==> config.mk <==
export PLATFORM = sky130hd
export DESIGN_NAME = tcp_connection_table_handshake
export DESIGN_NICKNAME = d
export VERILOG_FILES = /design/src/design/tcpct_pkg.sv /design/src/design/tcpct_datapath.sv /design/src/design/tcpct_ctrl.sv /design/src/design/tcp_connection_table_handshake.sv
export SDC_FILE = /design/constraint.sdc
export NUM_CORES = 2
export LEC_CHECK = 0
export ABC_AREA = 1
export BUFFER_PORTS_ARGS = -buffer_cell sky130_fd_sc_hd__buf_2
export CELL_PAD_IN_SITES_DETAIL_PLACEMENT = 0
export CELL_PAD_IN_SITES_GLOBAL_PLACEMENT = 1
export CORE_ASPECT_RATIO = 2
export CORE_MARGIN = 3
export CORE_UTILIZATION = 45
export CTS_CLUSTER_DIAMETER = 200
export DETAILED_ROUTE_END_ITERATION = 8
export GPL_TIMING_DRIVEN = 0
export PLACE_DENSITY = 0.71
export REMOVE_ABC_BUFFERS = 1
export SKIP_CTS_REPAIR_TIMING = 1
export SLEW_MARGIN = 20
export SYNTH_ARGS = -nofsm -noshare
export SYNTH_HDL_FRONTEND = slang
export SYNTH_SLANG_ARGS = --single-unit
==> constraint.sdc <==
create_clock -name i_clk -period 26.2 [get_ports i_clk]
set_input_delay 0 -clock i_clk [delete_from_list [all_inputs] [get_ports i_clk]]
set_output_delay 0 -clock i_clk [all_outputs]
set_load 0.05 [all_outputs]
==> src/design/tcpct_pkg.sv <==
// ----------------------------------------------------------------------------
// tcpct_pkg: shared types and constants of the TCP connection table
// Item layouts, status codes, connection states and controller/datapath links.
// ----------------------------------------------------------------------------
package tcpct_pkg;

    localparam int Entries = 16;
    localparam int IdxW    = (Entries > 1) ? $clog2(Entries) : 1;
    localparam int CntW    = $clog2(Entries + 1);

    localparam logic [15:0] MinHeaderBytes = 16'd20;
    localparam logic [7:0]  FlagSyn = 8'h02;
    localparam logic [7:0]  FlagPsh = 8'h08;
    localparam logic [7:0]  FlagAck = 8'h10;

    localparam logic [1:0] OpRecv  = 2'd0;
    localparam logic [1:0] OpOpen  = 2'd1;
    localparam logic [1:0] OpClose = 2'd2;
    localparam logic [1:0] OpSend  = 2'd3;

    localparam logic [1:0] StClosed  = 2'd0;
    localparam logic [1:0] StListen  = 2'd1;
    localparam logic [1:0] StSynRcvd = 2'd2;
    localparam logic [1:0] StEstab   = 2'd3;

    localparam logic [3:0] StsIgnored   = 4'd0;
    localparam logic [3:0] StsTooShort  = 4'd1;
    localparam logic [3:0] StsUnknown   = 4'd2;
    localparam logic [3:0] StsSynack    = 4'd3;
    localparam logic [3:0] StsEstab     = 4'd4;
    localparam logic [3:0] StsData      = 4'd5;
    localparam logic [3:0] StsNoPayload = 4'd6;
    localparam logic [3:0] StsListening = 4'd8;
    localparam logic [3:0] StsFull      = 4'd9;
    localparam logic [3:0] StsClosed    = 4'd10;
    localparam logic [3:0] StsSent      = 4'd11;
    localparam logic [3:0] StsNotEstab  = 4'd12;
    localparam logic [3:0] StsBadIndex  = 4'd13;

    typedef struct packed {
        logic [1:0]  op;
        logic [31:0] src_addr;
        logic [15:0] src_port;
        logic [15:0] dst_port;
        logic [31:0] seq_number;
        logic [31:0] ack_number;
        logic [7:0]  flags;
        logic [3:0]  header_words;
        logic [15:0] segment_length;
        logic [3:0]  entry_index;
        logic [15:0] send_length;
    } t_in_item;

    typedef struct packed {
        logic [3:0]  status;
        logic [3:0]  entry_used;
        logic        segment_sent;
        logic [7:0]  tx_flags;
        logic [31:0] tx_remote_ip;
        logic [15:0] tx_src_port;
        logic [15:0] tx_dst_port;
        logic [31:0] tx_seq;
        logic [31:0] tx_ack;
        logic [15:0] payload_length;
        logic [5:0]  payload_offset;
    } t_out_item;

    // controller to datapath
    typedef struct packed {
        logic            load;      // capture the item
        logic            rd;        // read entry rd_idx, compare results next cycle
        logic [IdxW-1:0] rd_idx;
        logic            act;       // apply the update to entry act_idx, emit result
        logic [IdxW-1:0] act_idx;
        logic            found;     // act_idx is valid
    } t_ctl;

    // datapath to controller
    typedef struct packed {
        logic [1:0] op;
        logic       short_seg;
        logic       bad_idx;
        logic       hit_exact;      // compare of the entry read last cycle
        logic       hit_listen;
        logic       is_closed;
    } t_sts;

endpackage

==> src/design/tcpct_datapath.sv <==
// ----------------------------------------------------------------------------
// tcpct_datapath: entry store, item register and result builder
// Holds the table in one memory read one entry per cycle by the controller.
// ----------------------------------------------------------------------------
module tcpct_datapath (
    input  logic                i_clk,
    input  logic                i_rst_n,
    input  tcpct_pkg::t_in_item i_item,
    input  tcpct_pkg::t_ctl     i_ctl,
    output tcpct_pkg::t_sts     o_sts,
    output logic                o_done,
    output tcpct_pkg::t_out_item o_result
);
    import tcpct_pkg::*;

    typedef struct packed {
        logic [31:0] peer_addr;
        logic [15:0] peer_port;
        logic [15:0] own_port;
        logic [31:0] nseq;
        logic [31:0] eack;
    } t_entry;

    t_entry     r_mem [Entries];
    logic [1:0] r_state [Entries];
    logic       r_valid [Entries];   // entry written since reset
    t_in_item   r_item;
    t_entry     r_rd;
    logic [1:0] r_rd_st;
    logic       r_done;
    t_out_item  r_res;

    t_entry    w_rd;
    t_entry    n_ent;
    logic      n_we;
    logic [1:0] n_st;
    logic      n_st_we;
    t_out_item n_res;
    logic [15:0] w_hlen;
    logic [IdxW-1:0] w_ai;
    logic [IdxW-1:0] w_ri;
    logic            w_fixed;

    // close and send address the entry named by the item itself
    assign w_fixed = r_item.op == OpClose || r_item.op == OpSend;
    assign w_hlen = {10'd0, r_item.header_words, 2'b00};
    assign w_ai   = w_fixed ? IdxW'(r_item.entry_index) : i_ctl.act_idx;
    assign w_ri   = w_fixed ? IdxW'(r_item.entry_index) : i_ctl.rd_idx;
    assign w_rd   = r_rd;

    always_ff @(posedge i_clk) begin
        if (!i_rst_n) r_item <= '0;
        else if (i_ctl.load) r_item <= i_item;
        if (i_ctl.rd) begin
            r_rd    <= r_valid[w_ri] ? r_mem[w_ri] : '0;
            r_rd_st <= r_state[w_ri];
        end
        if (n_we) r_mem[w_ai] <= n_ent;
        r_res <= n_res;
    end

    always_ff @(posedge i_clk) begin
        if (!i_rst_n) begin
            for (int i = 0; i < Entries; i++) begin
                r_state[i] <= StClosed;
                r_valid[i] <= 1'b0;
            end
            r_done <= 1'b0;
        end else begin
            r_done <= i_ctl.act;
            if (n_st_we) r_state[w_ai] <= n_st;
            if (n_we) r_valid[w_ai] <= 1'b1;
        end
    end

    always_comb begin
        o_sts.op         = r_item.op;
        o_sts.short_seg  = r_item.segment_length < MinHeaderBytes;
        o_sts.bad_idx    = {28'd0, r_item.entry_index} >= 32'(Entries);
        o_sts.is_closed  = r_rd_st == StClosed;
        o_sts.hit_exact  = r_rd_st != StClosed && w_rd.peer_addr == r_item.src_addr
                         && w_rd.peer_port == r_item.src_port
                         && w_rd.own_port == r_item.dst_port;
        o_sts.hit_listen = r_rd_st == StListen && w_rd.own_port == r_item.dst_port;
    end

    // entry w_rd is the one at act_idx when act is raised (read the cycle before)
    always_comb begin
        n_ent   = w_rd;
        n_we    = 1'b0;
        n_st    = r_rd_st;
        n_st_we = 1'b0;
        n_res   = '0;
        n_res.entry_used = 4'(w_ai);
        if (i_ctl.act) begin
            unique case (r_item.op)
                OpRecv: begin
                    if (r_item.segment_length < MinHeaderBytes) begin
                        n_res.status = StsTooShort;
                        n_res.entry_used = '0;
                    end else if (!i_ctl.found) begin
                        n_res.status = StsUnknown;
                        n_res.entry_used = '0;
                    end else begin
                        unique case (r_rd_st)
                            StListen: begin
                                if ((r_item.flags & FlagSyn) != 8'd0) begin
                                    n_ent.peer_addr = r_item.src_addr;
                                    n_ent.peer_port = r_item.src_port;
                                    n_ent.eack = r_item.seq_number + 32'd1;
                                    n_ent.nseq = '0;
                                    n_we = 1'b1;
                                    n_st = StSynRcvd;
                                    n_st_we = 1'b1;
                                    n_res.status = StsSynack;
                                    n_res.segment_sent = 1'b1;
                                    n_res.tx_flags = FlagSyn | FlagAck;
                                    n_res.tx_remote_ip = r_item.src_addr;
                                    n_res.tx_src_port = w_rd.own_port;
                                    n_res.tx_dst_port = r_item.src_port;
                                    n_res.tx_seq = '0;
                                    n_res.tx_ack = r_item.seq_number + 32'd1;
                                end else begin
                                    n_res.status = StsIgnored;
                                end
                            end
                            StSynRcvd: begin
                                if ((r_item.flags & FlagAck) != 8'd0 &&
                                    r_item.ack_number == w_rd.nseq + 32'd1) begin
                                    n_ent.nseq = w_rd.nseq + 32'd1;
                                    n_we = 1'b1;
                                    n_st = StEstab;
                                    n_st_we = 1'b1;
                                    n_res.status = StsEstab;
                                end else begin
                                    n_res.status = StsIgnored;
                                end
                            end
                            StEstab: begin
                                if (w_hlen >= r_item.segment_length) begin
                                    n_res.status = StsNoPayload;
                                end else begin
                                    n_res.status = StsData;
                                    n_res.payload_length = r_item.segment_length - w_hlen;
                                    n_res.payload_offset = w_hlen[5:0];
                                end
                            end
                            default: n_res.status = StsIgnored;
                        endcase
                    end
                end
                OpOpen: begin
                    if (!i_ctl.found) begin
                        n_res.status = StsFull;
                        n_res.entry_used = '0;
                    end else begin
                        n_ent = '0;
                        n_ent.own_port = r_item.dst_port;
                        n_we = 1'b1;
                        n_st = StListen;
                        n_st_we = 1'b1;
                        n_res.status = StsListening;
                    end
                end
                OpClose: begin
                    n_res.entry_used = r_item.entry_index;
                    if (o_sts.bad_idx) begin
                        n_res.status = StsBadIndex;
                    end else begin
                        n_st = StClosed;
                        n_st_we = 1'b1;
                        n_res.status = StsClosed;
                    end
                end
                OpSend: begin
                    n_res.entry_used = r_item.entry_index;
                    if (o_sts.bad_idx) begin
                        n_res.status = StsBadIndex;
                    end else if (r_rd_st != StEstab) begin
                        n_res.status = StsNotEstab;
                    end else begin
                        n_ent.nseq = w_rd.nseq + {16'd0, r_item.send_length};
                        n_we = 1'b1;
                        n_res.status = StsSent;
                        n_res.segment_sent = 1'b1;
                        n_res.tx_flags = FlagAck | FlagPsh;
                        n_res.tx_remote_ip = w_rd.peer_addr;
                        n_res.tx_src_port = w_rd.own_port;
                        n_res.tx_dst_port = w_rd.peer_port;
                        n_res.tx_seq = w_rd.nseq;
                        n_res.tx_ack = w_rd.eack;
                        n_res.payload_length = r_item.send_length;
                    end
                end
                default: n_res.status = StsIgnored;
            endcase
        end
    end

    assign o_done   = r_done;
    assign o_result = r_res;

`ifndef SYNTHESIS
    a_st_only_on_act: assert property (@(posedge i_clk) disable iff (!i_rst_n)
        n_st_we |-> i_ctl.act) else $error("state write without action");
    a_done_follows_act: assert property (@(posedge i_clk) disable iff (!i_rst_n)
        i_ctl.act |=> o_done) else $error("result not issued after action");
    a_sent_has_flags: assert property (@(posedge i_clk) disable iff (!i_rst_n)
        o_done && o_result.segment_sent |-> o_result.tx_flags != 8'd0)
        else $error("header sent without flags");
`endif
endmodule

==> src/design/tcpct_ctrl.sv <==
// ----------------------------------------------------------------------------
// tcpct_ctrl: sequencer of the connection table
// Walks entries one a cycle for receive/open matches, then issues the update.
// ----------------------------------------------------------------------------
module tcpct_ctrl (
    input  logic            i_clk,
    input  logic            i_rst_n,
    input  logic            i_start,
    input  tcpct_pkg::t_sts i_sts,
    input  logic            i_done,
    output tcpct_pkg::t_ctl o_ctl,
    output logic            o_busy
);
    import tcpct_pkg::*;

    typedef enum logic [2:0] {S_IDLE, S_DECODE, S_SCAN, S_REREAD, S_ACT, S_WAIT}
        t_state;

    t_state          r_state, n_state;
    logic [CntW-1:0] r_cnt, n_cnt;         // entries read so far
    logic            r_pass, n_pass;       // 0 exact match, 1 listener
    logic            r_found, n_found;
    logic [IdxW-1:0] r_idx, n_idx;
    logic [IdxW-1:0] w_prev;
    logic            w_hit;

    assign w_prev = IdxW'(r_cnt - CntW'(1));

    always_comb begin
        unique case (i_sts.op)
            OpRecv:  w_hit = r_pass ? i_sts.hit_listen : i_sts.hit_exact;
            OpOpen:  w_hit = i_sts.is_closed;
            default: w_hit = 1'b0;
        endcase
    end

    always_comb begin
        n_state = r_state;
        n_cnt   = r_cnt;
        n_pass  = r_pass;
        n_found = r_found;
        n_idx   = r_idx;
        o_ctl   = '0;
        o_ctl.rd_idx  = r_cnt[IdxW-1:0];
        o_ctl.act_idx = r_idx;
        o_ctl.found   = r_found;
        unique case (r_state)
            S_IDLE: begin
                o_ctl.load = i_start;
                if (i_start) n_state = S_DECODE;
            end
            S_DECODE: begin
                n_cnt = '0; n_pass = 1'b0; n_found = 1'b0; n_idx = '0;
                if (i_sts.op == OpRecv && i_sts.short_seg) begin
                    n_state = S_ACT;
                end else begin
                    n_state = S_SCAN;
                end
            end
            S_SCAN: begin
                // issue a read of entry r_cnt, check the previous one
                if (r_cnt != '0 && w_hit) begin
                    n_found = 1'b1;
                    n_idx   = w_prev;
                    n_state = S_REREAD;
                end else if (i_sts.op == OpClose || i_sts.op == OpSend) begin
                    n_state = S_REREAD;
                end else if (r_cnt == CntW'(Entries)) begin
                    if (i_sts.op == OpRecv && !r_pass) begin
                        n_pass = 1'b1;
                        n_cnt  = '0;
                    end else begin
                        n_state = S_ACT;
                    end
                end else begin
                    o_ctl.rd = 1'b1;
                    n_cnt = r_cnt + CntW'(1);
                end
            end
            S_REREAD: begin
                o_ctl.rd = 1'b1;
                o_ctl.rd_idx = r_idx;
                n_state = S_ACT;
            end
            S_ACT: begin
                o_ctl.act = 1'b1;
                n_state = S_WAIT;
            end
            S_WAIT: begin
                if (i_done) n_state = S_IDLE;
            end
            default: n_state = S_IDLE;
        endcase
    end

    always_ff @(posedge i_clk) begin
        if (!i_rst_n) begin
            r_state <= S_IDLE;
            r_cnt <= '0; r_pass <= 1'b0; r_found <= 1'b0; r_idx <= '0;
        end else begin
            r_state <= n_state;
            r_cnt <= n_cnt; r_pass <= n_pass; r_found <= n_found; r_idx <= n_idx;
        end
    end

    assign o_busy = r_state != S_IDLE;
endmodule

==> src/design/tcp_connection_table_handshake.sv <==
// ----------------------------------------------------------------------------
// tcp_connection_table_handshake: passive-open TCP connection table
// Sequencer plus entry store; one command in, one result out.
// ----------------------------------------------------------------------------
// Usage:
//   Drive i_item and raise start while busy is low; the item is taken at
//   that edge and busy stays high until its result has been issued.
//   The result appears on o_result for exactly one cycle with o_valid high,
//   the last cycle of busy; the receiver cannot stall, so it must take it then.
// Sequence:
//   One table entry is read per cycle through a single memory read port.
//   A receive walks the entries for an exact match and then for a listener,
//   stopping at the first hit; an open walks them for a closed entry; close
//   and send read the named entry directly, and a short segment skips the walk.
// Throughput:
//   Items are processed one at a time; busy drops after the result, so the
//   next item is taken in the cycle after the result at the earliest.
// Reset:
//   Synchronous active-low reset marks every entry closed and unwritten;
//   an unwritten entry reads as all zero, so no clearing pass is needed.
// ----------------------------------------------------------------------------
module tcp_connection_table_handshake (
    input  logic                  i_clk,
    input  logic                  i_rst_n,
    input  logic                  start,
    output logic                  busy,
    input  tcpct_pkg::t_in_item   i_item,
    output logic                  o_valid,
    output tcpct_pkg::t_out_item  o_result
);
    import tcpct_pkg::*;

    t_ctl w_ctl;
    t_sts w_sts;
    logic w_done;

    tcpct_ctrl u_ctrl (
        .i_clk(i_clk), .i_rst_n(i_rst_n), .i_start(start), .i_sts(w_sts),
        .i_done(w_done), .o_ctl(w_ctl), .o_busy(busy)
    );

    tcpct_datapath u_dp (
        .i_clk(i_clk), .i_rst_n(i_rst_n), .i_item(i_item), .i_ctl(w_ctl),
        .o_sts(w_sts), .o_done(w_done), .o_result(o_result)
    );

    assign o_valid = w_done;

`ifndef SYNTHESIS
    a_no_start_busy: assert property (@(posedge i_clk) disable iff (!i_rst_n)
        start && !busy |=> busy) else $error("item accepted but not busy");
    a_valid_while_busy: assert property (@(posedge i_clk) disable iff (!i_rst_n)
        o_valid |-> busy) else $error("result outside busy window");
    a_one_result: assert property (@(posedge i_clk) disable iff (!i_rst_n)
        o_valid |=> !o_valid) else $error("result repeated");
`endif
endmodule
### Yosys cells after proc, flatten, opt, wreduce, memory -nomap -nowiden

Memories as Yosys holds them, arrays and structs flattened. A register that Yosys moved wholly into a read port is not among the register bits.
Index checks and enable logic that the tools add are counted.

| cells by class | value |
|---|---|
| $add $sub $neg | 6 |
| $lt $le $gt $ge | 2 |
| reduce and logical (&&, ||, !) cells | 26 |
| equality and inequality tests | 27 |
| multiplexer cells | 103 |
| bitwise operators | 4 |

Operators by type and width:

| cell | number |
|---|---|
| 159-bit two-way mux | 2 |
| 153-bit one-hot mux with 2 select lines | 1 |
| 137-bit two-way mux | 2 |
| 128-bit two-way mux | 2 |
| 48-bit two-way mux | 4 |
| 64-bit two-way mux | 3 |
| 163-bit two-way mux | 1 |
| 153-bit two-way mux | 1 |
| 32-bit one-hot mux with 2 select lines | 2 |
| 32-bit two-way mux | 3 |
| 32-bit one-hot mux with 3 select lines | 1 |
| 48-bit one-hot mux with 2 select lines | 1 |
| 32-bit by 1-bit adder with 32-bit output, second input constant | 2 |
| 32-bit == test | 2 |
| 22-bit two-way mux | 2 |
| 32-bit by 16-bit adder with 32-bit output | 1 |
| 16-bit == test | 2 |
| 4-bit two-way mux | 8 |
| 8-bit one-hot mux with 4 select lines | 1 |
| 1-bit two-way mux | 31 |
| 3-bit two-way mux | 9 |
| 5-bit two-way mux | 4 |
| 2-bit two-way mux | 9 |
| 3-bit one-hot mux with 6 select lines | 1 |
| 42 further kinds | 73 |

| storage, ports and cells | value |
|---|---|
| memories | 3 |
| RAM bits | 2096 |
| logic and storage cells | 200 |
| flip-flop bits (word level) | 357 |
| input bits | 181 |
| output and inout port bits | 169 |

Memories:

| memory | words | width | rd ports | clocked after Yosys merged registers in | write ports | line | source |
|---|---|---|---|---|---|---|---|
| u_dp.r_mem | 16 | 128 | 1 | 1 | 1 | tcpct_datapath.sv:24 | `t_entry r_mem [Entries];` |
| u_dp.r_state | 16 | 2 | 1 | 1 | 16 | tcpct_datapath.sv:25 | `logic [1:0] r_state [Entries];` |
| u_dp.r_valid | 16 | 1 | 1 | 0 | 16 | tcpct_datapath.sv:26 | `logic r_valid [Entries];` |

### Longest topological paths before layout

| depth | value |
|---|---|
| depth after elaboration | 14 |
| depth in mapped cells | 23 |
| gate-level depth less buffers | 22 |

### Cells and area by module

Synthesis repeated with hierarchy kept, for this count alone.

| unflattened totals | value |
|---|---|
| cell total of the unflattened synthesis | 8979 |
| area, all modules | 104776.7 sq um |

Modules (own cells, without submodules):

| module | area each (sq um) | cells an instance | times used |
|---|---|---|---|
| tcpct_datapath | 103812.1 | 8831 | 1 |
| tcpct_ctrl | 964.7 | 148 | 1 |

### Worst setup path after synthesis

Ideal clock, no wire load.

| timing | value |
|---|---|
| kind | register to register |
| from | register, netlist name u_dp.r_rd[33] |
| to | memory u_dp.r_mem[12][0] (netlist name), enable pin |
| cell stages (with the launch flop) | 21 |
| clock period less this slack | 11.811 ns |
| data required time | 25.428 ns |
| buffers on the path | 1 |
| arrival time | 11.040 ns |
| setup slack | 14.389 ns |
| setup time | 0.772 ns |
| cell sequence | edfxtp_1 -> ha_1 -> nand2_1 -> nor2_4 -> nand2_4 -> nor2_8 -> nand2_1 -> nand3_1 -> nand2_1 -> nor2_1 -> nand2_1 -> nor2_1 -> nand2_1 -> nor2_4 -> nand3_2 -> nand2_2 -> nand2_4 -> nand2_8 -> nand2_4 -> buf_6 -> nor3_1 |

| between the ends | value |
|---|---|
| cells in the longest elaborated chain, start to end | 11 |

RTL lines:

| what | line | source |
|---|---|---|
| 32-bit by 1-bit adder with 32-bit output | tcpct_datapath.sv:129 | `r_item.ack_number == w_rd.nseq + 32'd1) begin` |
| 32-bit == test | tcpct_datapath.sv:129 |  |
| 1-bit logical AND | tcpct_datapath.sv:128 | `if ((r_item.flags & FlagAck) != 8'd0 &&` |
| 1-bit two-way mux | tcpct_datapath.sv:128 |  |
| 1-bit one-hot mux with 2 select lines | tcpct_datapath.sv:105 | `unique case (r_rd_st)` |
| 1-bit two-way mux | tcpct_datapath.sv:101 | `end else if (!i_ctl.found) begin` |
| 1-bit two-way mux | tcpct_datapath.sv:98 | `if (r_item.segment_length < MinHeaderBytes) begin` |
| 1-bit one-hot mux with 3 select lines | tcpct_datapath.sv:96 | `unique case (r_item.op)` |
| 1-bit two-way mux | tcpct_datapath.sv:95 | `if (i_ctl.act) begin` |
| 1-bit two-way mux | tcpct_datapath.sv:58 | `if (n_we) r_mem[w_ai] <= n_ent;` |
| 1-bit two-way mux (not written as such) | tcpct_datapath.sv:58 |  |
| to (decl) | tcpct_datapath.sv:24 |  |

No other way between the ends.

### Final worst setup path

| timing | value |
|---|---|
| from | register, netlist name u_dp.r_rd[32] |
| to | memory u_dp.r_mem[15][86] (netlist name), enable pin |

| between the ends | value |
|---|---|
| cells in the longest elaborated chain, start to end | 11 |

RTL lines:

| what | line |
|---|---|
| 32-bit by 1-bit adder with 32-bit output | tcpct_datapath.sv:129 |
| 32-bit == test | tcpct_datapath.sv:129 |
| 1-bit logical AND | tcpct_datapath.sv:128 |
| 1-bit two-way mux | tcpct_datapath.sv:128 |
| 1-bit one-hot mux with 2 select lines | tcpct_datapath.sv:105 |
| 1-bit two-way mux | tcpct_datapath.sv:101 |
| 1-bit two-way mux | tcpct_datapath.sv:98 |
| 1-bit one-hot mux with 3 select lines | tcpct_datapath.sv:96 |
| 1-bit two-way mux | tcpct_datapath.sv:95 |
| 1-bit two-way mux | tcpct_datapath.sv:58 |
| 1-bit two-way mux (not written as such) | tcpct_datapath.sv:58 |

No other way between the ends.

==> impl_results.rst <==
.. list-table::
   :header-rows: 1

   * - Metric
     - Value
   * - Core box area
     - 0.232 mm²
   * - Cell taking the most area after synthesis
     - edfxtp_1
   * - Most used flip-flop cell after synthesis
     - edfxtp_1
   * - Fraction of layout cells with a size suffix above 1
     - 13.1%
   * - Required time at the worst-slack endpoint
     - ~27 ns
   * - Synth async-reset ratio
     - 0%
   * - Vias per cell
     - 5.95
   * - Path type of the worst min-delay path
     - input port to register
   * - TritonRoute pass-1 iters
     - 6
   * - Final setup margin
     - about 18 ns
   * - Number of storage elements in the synthesis netlist
     - 2572
   * - Post-Route WL
     - 347000 µm
   * - Final Slew Violations
     - 0
   * - Wire length of the first global-routing pass
     - between 500000 and 600000 µm
   * - Top cells by area in the synthesized netlist
     - edfxtp_1 63%, dfxtp_1 6.9%, o21ai_0 6.3%
   * - TritonCTS Sinks
     - 2572
   * - Largest net degree at the start of global routing
     - 141
   * - Post-Place Cells
     - ~12000
   * - Basic-gate share of the synthesized area counting and, or, nand and nor cells
     - 10.5%
   * - Post-DP HPWL
     - about 240000 µm
   * - Setup repair after global routing missed its margin
     - false
   * - VDD IR max
     - 108 µV
   * - Max Clk Rate
     - 0.126 GHz
   * - Buffer type at the clock tree root
     - clkbuf_16
   * - Commonest non-fill, non-tap cell in the layout
     - edfxtp_1
   * - Die Ht
     - 689 µm
   * - XOR/XNOR share of the synthesized area
     - 0.326%
   * - Final weighted congestion in routability-driven placement
     - 0.944
   * - Hold violation count in the final report
     - 17
   * - Combinational fraction of design power
     - 36.7%
   * - Max capacitance violation total
     - 0
   * - CP Class
     - register to register
   * - Cell area after synthesis
     - 0.105 mm²
   * - Post-place setup slack
     - 18.56 ns
   * - Number of setup violations in the final report
     - 0
   * - Number of flops mapped to enable cells by yosys
     - 2210
   * - Initial antenna violation count
     - 11
   * - Die Span X
     - 348 µm
   * - Count of buffers from port buffering
     - 336
   * - Setup crit start kind
     - register
   * - Post-synth top area share
     - a little over three fifths
   * - Delay contributed by the slowest stage of the critical path
     - about 0.72 ns
   * - Worst Max-Slew Pin Slew
     - 1.21 ns
   * - Switching power of the nets
     - 5.04 mW
   * - Proportion of total power due to net switching
     - 37.7%
   * - Fin crit share
     - a little under a third
   * - Highest-count cells in the layout ignoring fill and taps
     - 2210 x edfxtp_1, 1356 x nor2_1, 1306 x o21ai_0
   * - Routed length per instance
     - 26.5 µm
   * - Initial drt markers
     - 8262
   * - Cell type of the slowest stage on the worst timing path
     - edfxtp_1
   * - GRT Util Overall
     - 28.0%
   * - Internal power
     - 8.34 mW
   * - Critical path data arrival time
     - 8.52 ns
   * - TritonCTS clock tree
     - built
   * - Number of non-filler instances in the completed layout
     - 13100
   * - Top fanout value on the critical path
     - 17
   * - Vias in the first global route
     - 75500
   * - Skew final
     - 0.0514 ns
   * - Layout area overhead
     - 19.3%
   * - Result of the run
     - finished, violations left
   * - Unique cell type count in the Yosys netlist
     - 59
   * - Cts bufs inserted
     - 228
   * - FP Rows
     - 250
   * - Clock-pin transition on the worst setup and hold timing paths
     - about 0.070 ns
   * - Final-stage net count
     - a little over 10000
   * - Violations in the final reports
     - negative hold slack
   * - Compound-Gate Fraction of Synth Area
     - between 10 and 15%
   * - Maximum clock path buffer count
     - 4
   * - Worst-skew pair later-pin latency
     - 0.90 ns
   * - Number of nets still failing antenna checks after routing
     - 0
   * - Slew Limit Headroom
     - just under 20%
   * - Register share of total power
     - 38.5%
   * - Power share of the clock group
     - 24.8%
   * - Post-detailed-route DRC marker count
     - 0
   * - CP Capture Type
     - register
   * - Starting Density
     - 45.3%
   * - Time the final worst path needs with I/O delays and setup
     - 7.93 ns
   * - Count of H-tree levels built during CTS
     - 4
   * - Portion of the post-synthesis area used by sequential elements
     - ~70%
   * - Worst Hold Slack
     - -0.0407 ns
   * - Global-route congestion overflow total
     - 0
   * - Via count
     - 77900
   * - Average size of a mapped cell
     - about 12 µm²
   * - Total number of yosys warnings
     - 0
   * - Final standard cell utilization of the core
     - 54.0%
   * - Ports
     - 350
   * - Post-synthesis share of cell area spent on full adders, half adders and majority gates
     - less than 1%
   * - Post-Syn Instances
     - 9065
   * - Total power per unit cell area
     - 107 mW/mm²
   * - Post-synthesis mux area share
     - 0%
   * - Leakage
     - between 40 and 50 nW
   * - Critical path's most frequent cell
     - buf_4
   * - Die Area
     - 0.240 mm²
   * - Largest family of logic cells by synthesized area
     - compound AO/OA/AOI/OAI gates
## worst paths after layout
check | startpoint | endpoint | slack (ns) | cells after the start
setup / recovery | u_dp.r_rd[32]$_SDFFCE_PN0P_ | u_dp.r_mem[15][86]$_DFFE_PP_ | 18.27 | 28
hold / removal | i_item[56] | u_dp.r_item[56]$_SDFFE_PN0P_ | -0.04 | 4
setup reg to reg | u_dp.r_rd[32]$_SDFFCE_PN0P_ | u_dp.r_mem[15][86]$_DFFE_PP_ | 18.27 | 28
hold reg to reg | u_dp.r_valid[2]$_DFF_P_ | u_dp.r_valid[2]$_DFF_P_ | 0.45 | 2
## synthesized netlist by cell type (all sizes together) (10+ instances only)
cell	instances
o221ai	356
ha	33
nor4	10
nor3	44
o22ai	362
clkbuf	533
buf	64
dfxtp	362
xor2	26
o21bai	15
o211ai	173
o21ai	1332
nand3	282
inv	596
nand4	84
nand2	865
edfxtp	2210
nand3b	13
a21oi	271
nor2	1379
## area by class of cell
class	count	area [µm²]
inverters	600	2290
multi-input cells	5302	27300
well taps	3024	3780
flip-flops and latches	2572	73600
clock buffers	289	6130
repair buffers	1179	11200
diodes	8	20.0
clock inverters	125	1060
fillers	19600	107000
## power groups by stage
stage	clock (mW)	sequential [mW]	combinational, mW
2_1_floorplan	0	5.21	3.45
3_3_place_gp	0	5.27	4.54
3_5_place_dp	0	5.24	4.79
4_1_cts	3.36	5.15	4.81
5_1_grt	3.51	5.17	5.38
6_report	3.32	5.15	4.92
## through the flow
| step | total power [mW] | TNS, ns | instance area (µm²) |
|---|---|---|---|
| floorplan | 8.66 | -5993.15 | 103000 |
| global placement | 9.80 | - | 108000 |
| detailed placement | 10.0 | 0 | 115000 |
| CTS | 13.3 | 0 | 122000 |
| global route | 14.1 | 0 | 125000 |
| finish | 13.4 | 0 | 125000 |
## critical path: cells and delay by family, from the launching register on
family                   cells  cell delay [ns]
AND/OR/NAND/NOR             16             4.22
flip-flops                   1             0.72
adder cells (fa/ha/maj)      1             0.30
buffers and inverters       11             2.34
## layer usage
layer	part of all wire [%]	wire length [µm]	global-route usage, %	up-vias
li1	-	-	-	34600
met1	38	133000	35.2	38900
met2	50	172000	48.0	3679
met3	6.7	23300	3.61	754
met4	5.3	18200	13.5	0
met5	0	0	0	-
## registers in the layout, indices dropped and copies added, names as in the netlist, 2 cells and up
| name | flops |
|---|---|
| u_dp.r_mem | 2048 |
| u_dp.r_item | 170 |
| u_dp.o_result | 159 |
| u_dp.r_rd | 128 |
| u_dp.r_state | 32 |
| u_dp.r_valid | 16 |
| u_ctrl.r_cnt | 5 |
| u_ctrl.r_idx | 4 |
| u_ctrl.r_state | 3 |
| u_dp.o_sts | 2 |
| u_dp.r_rd_st | 2 |
## cell families after synthesis
logic type	count (synthesis)
adders and majority gates	35
DFF	2572
xor gates and xnor gates	36
and+or+nand+nor	2687
buffers and inverters	1197
AOI/OAI and AO/OA	2537
other	1
(Power assumes the default switching activity.)
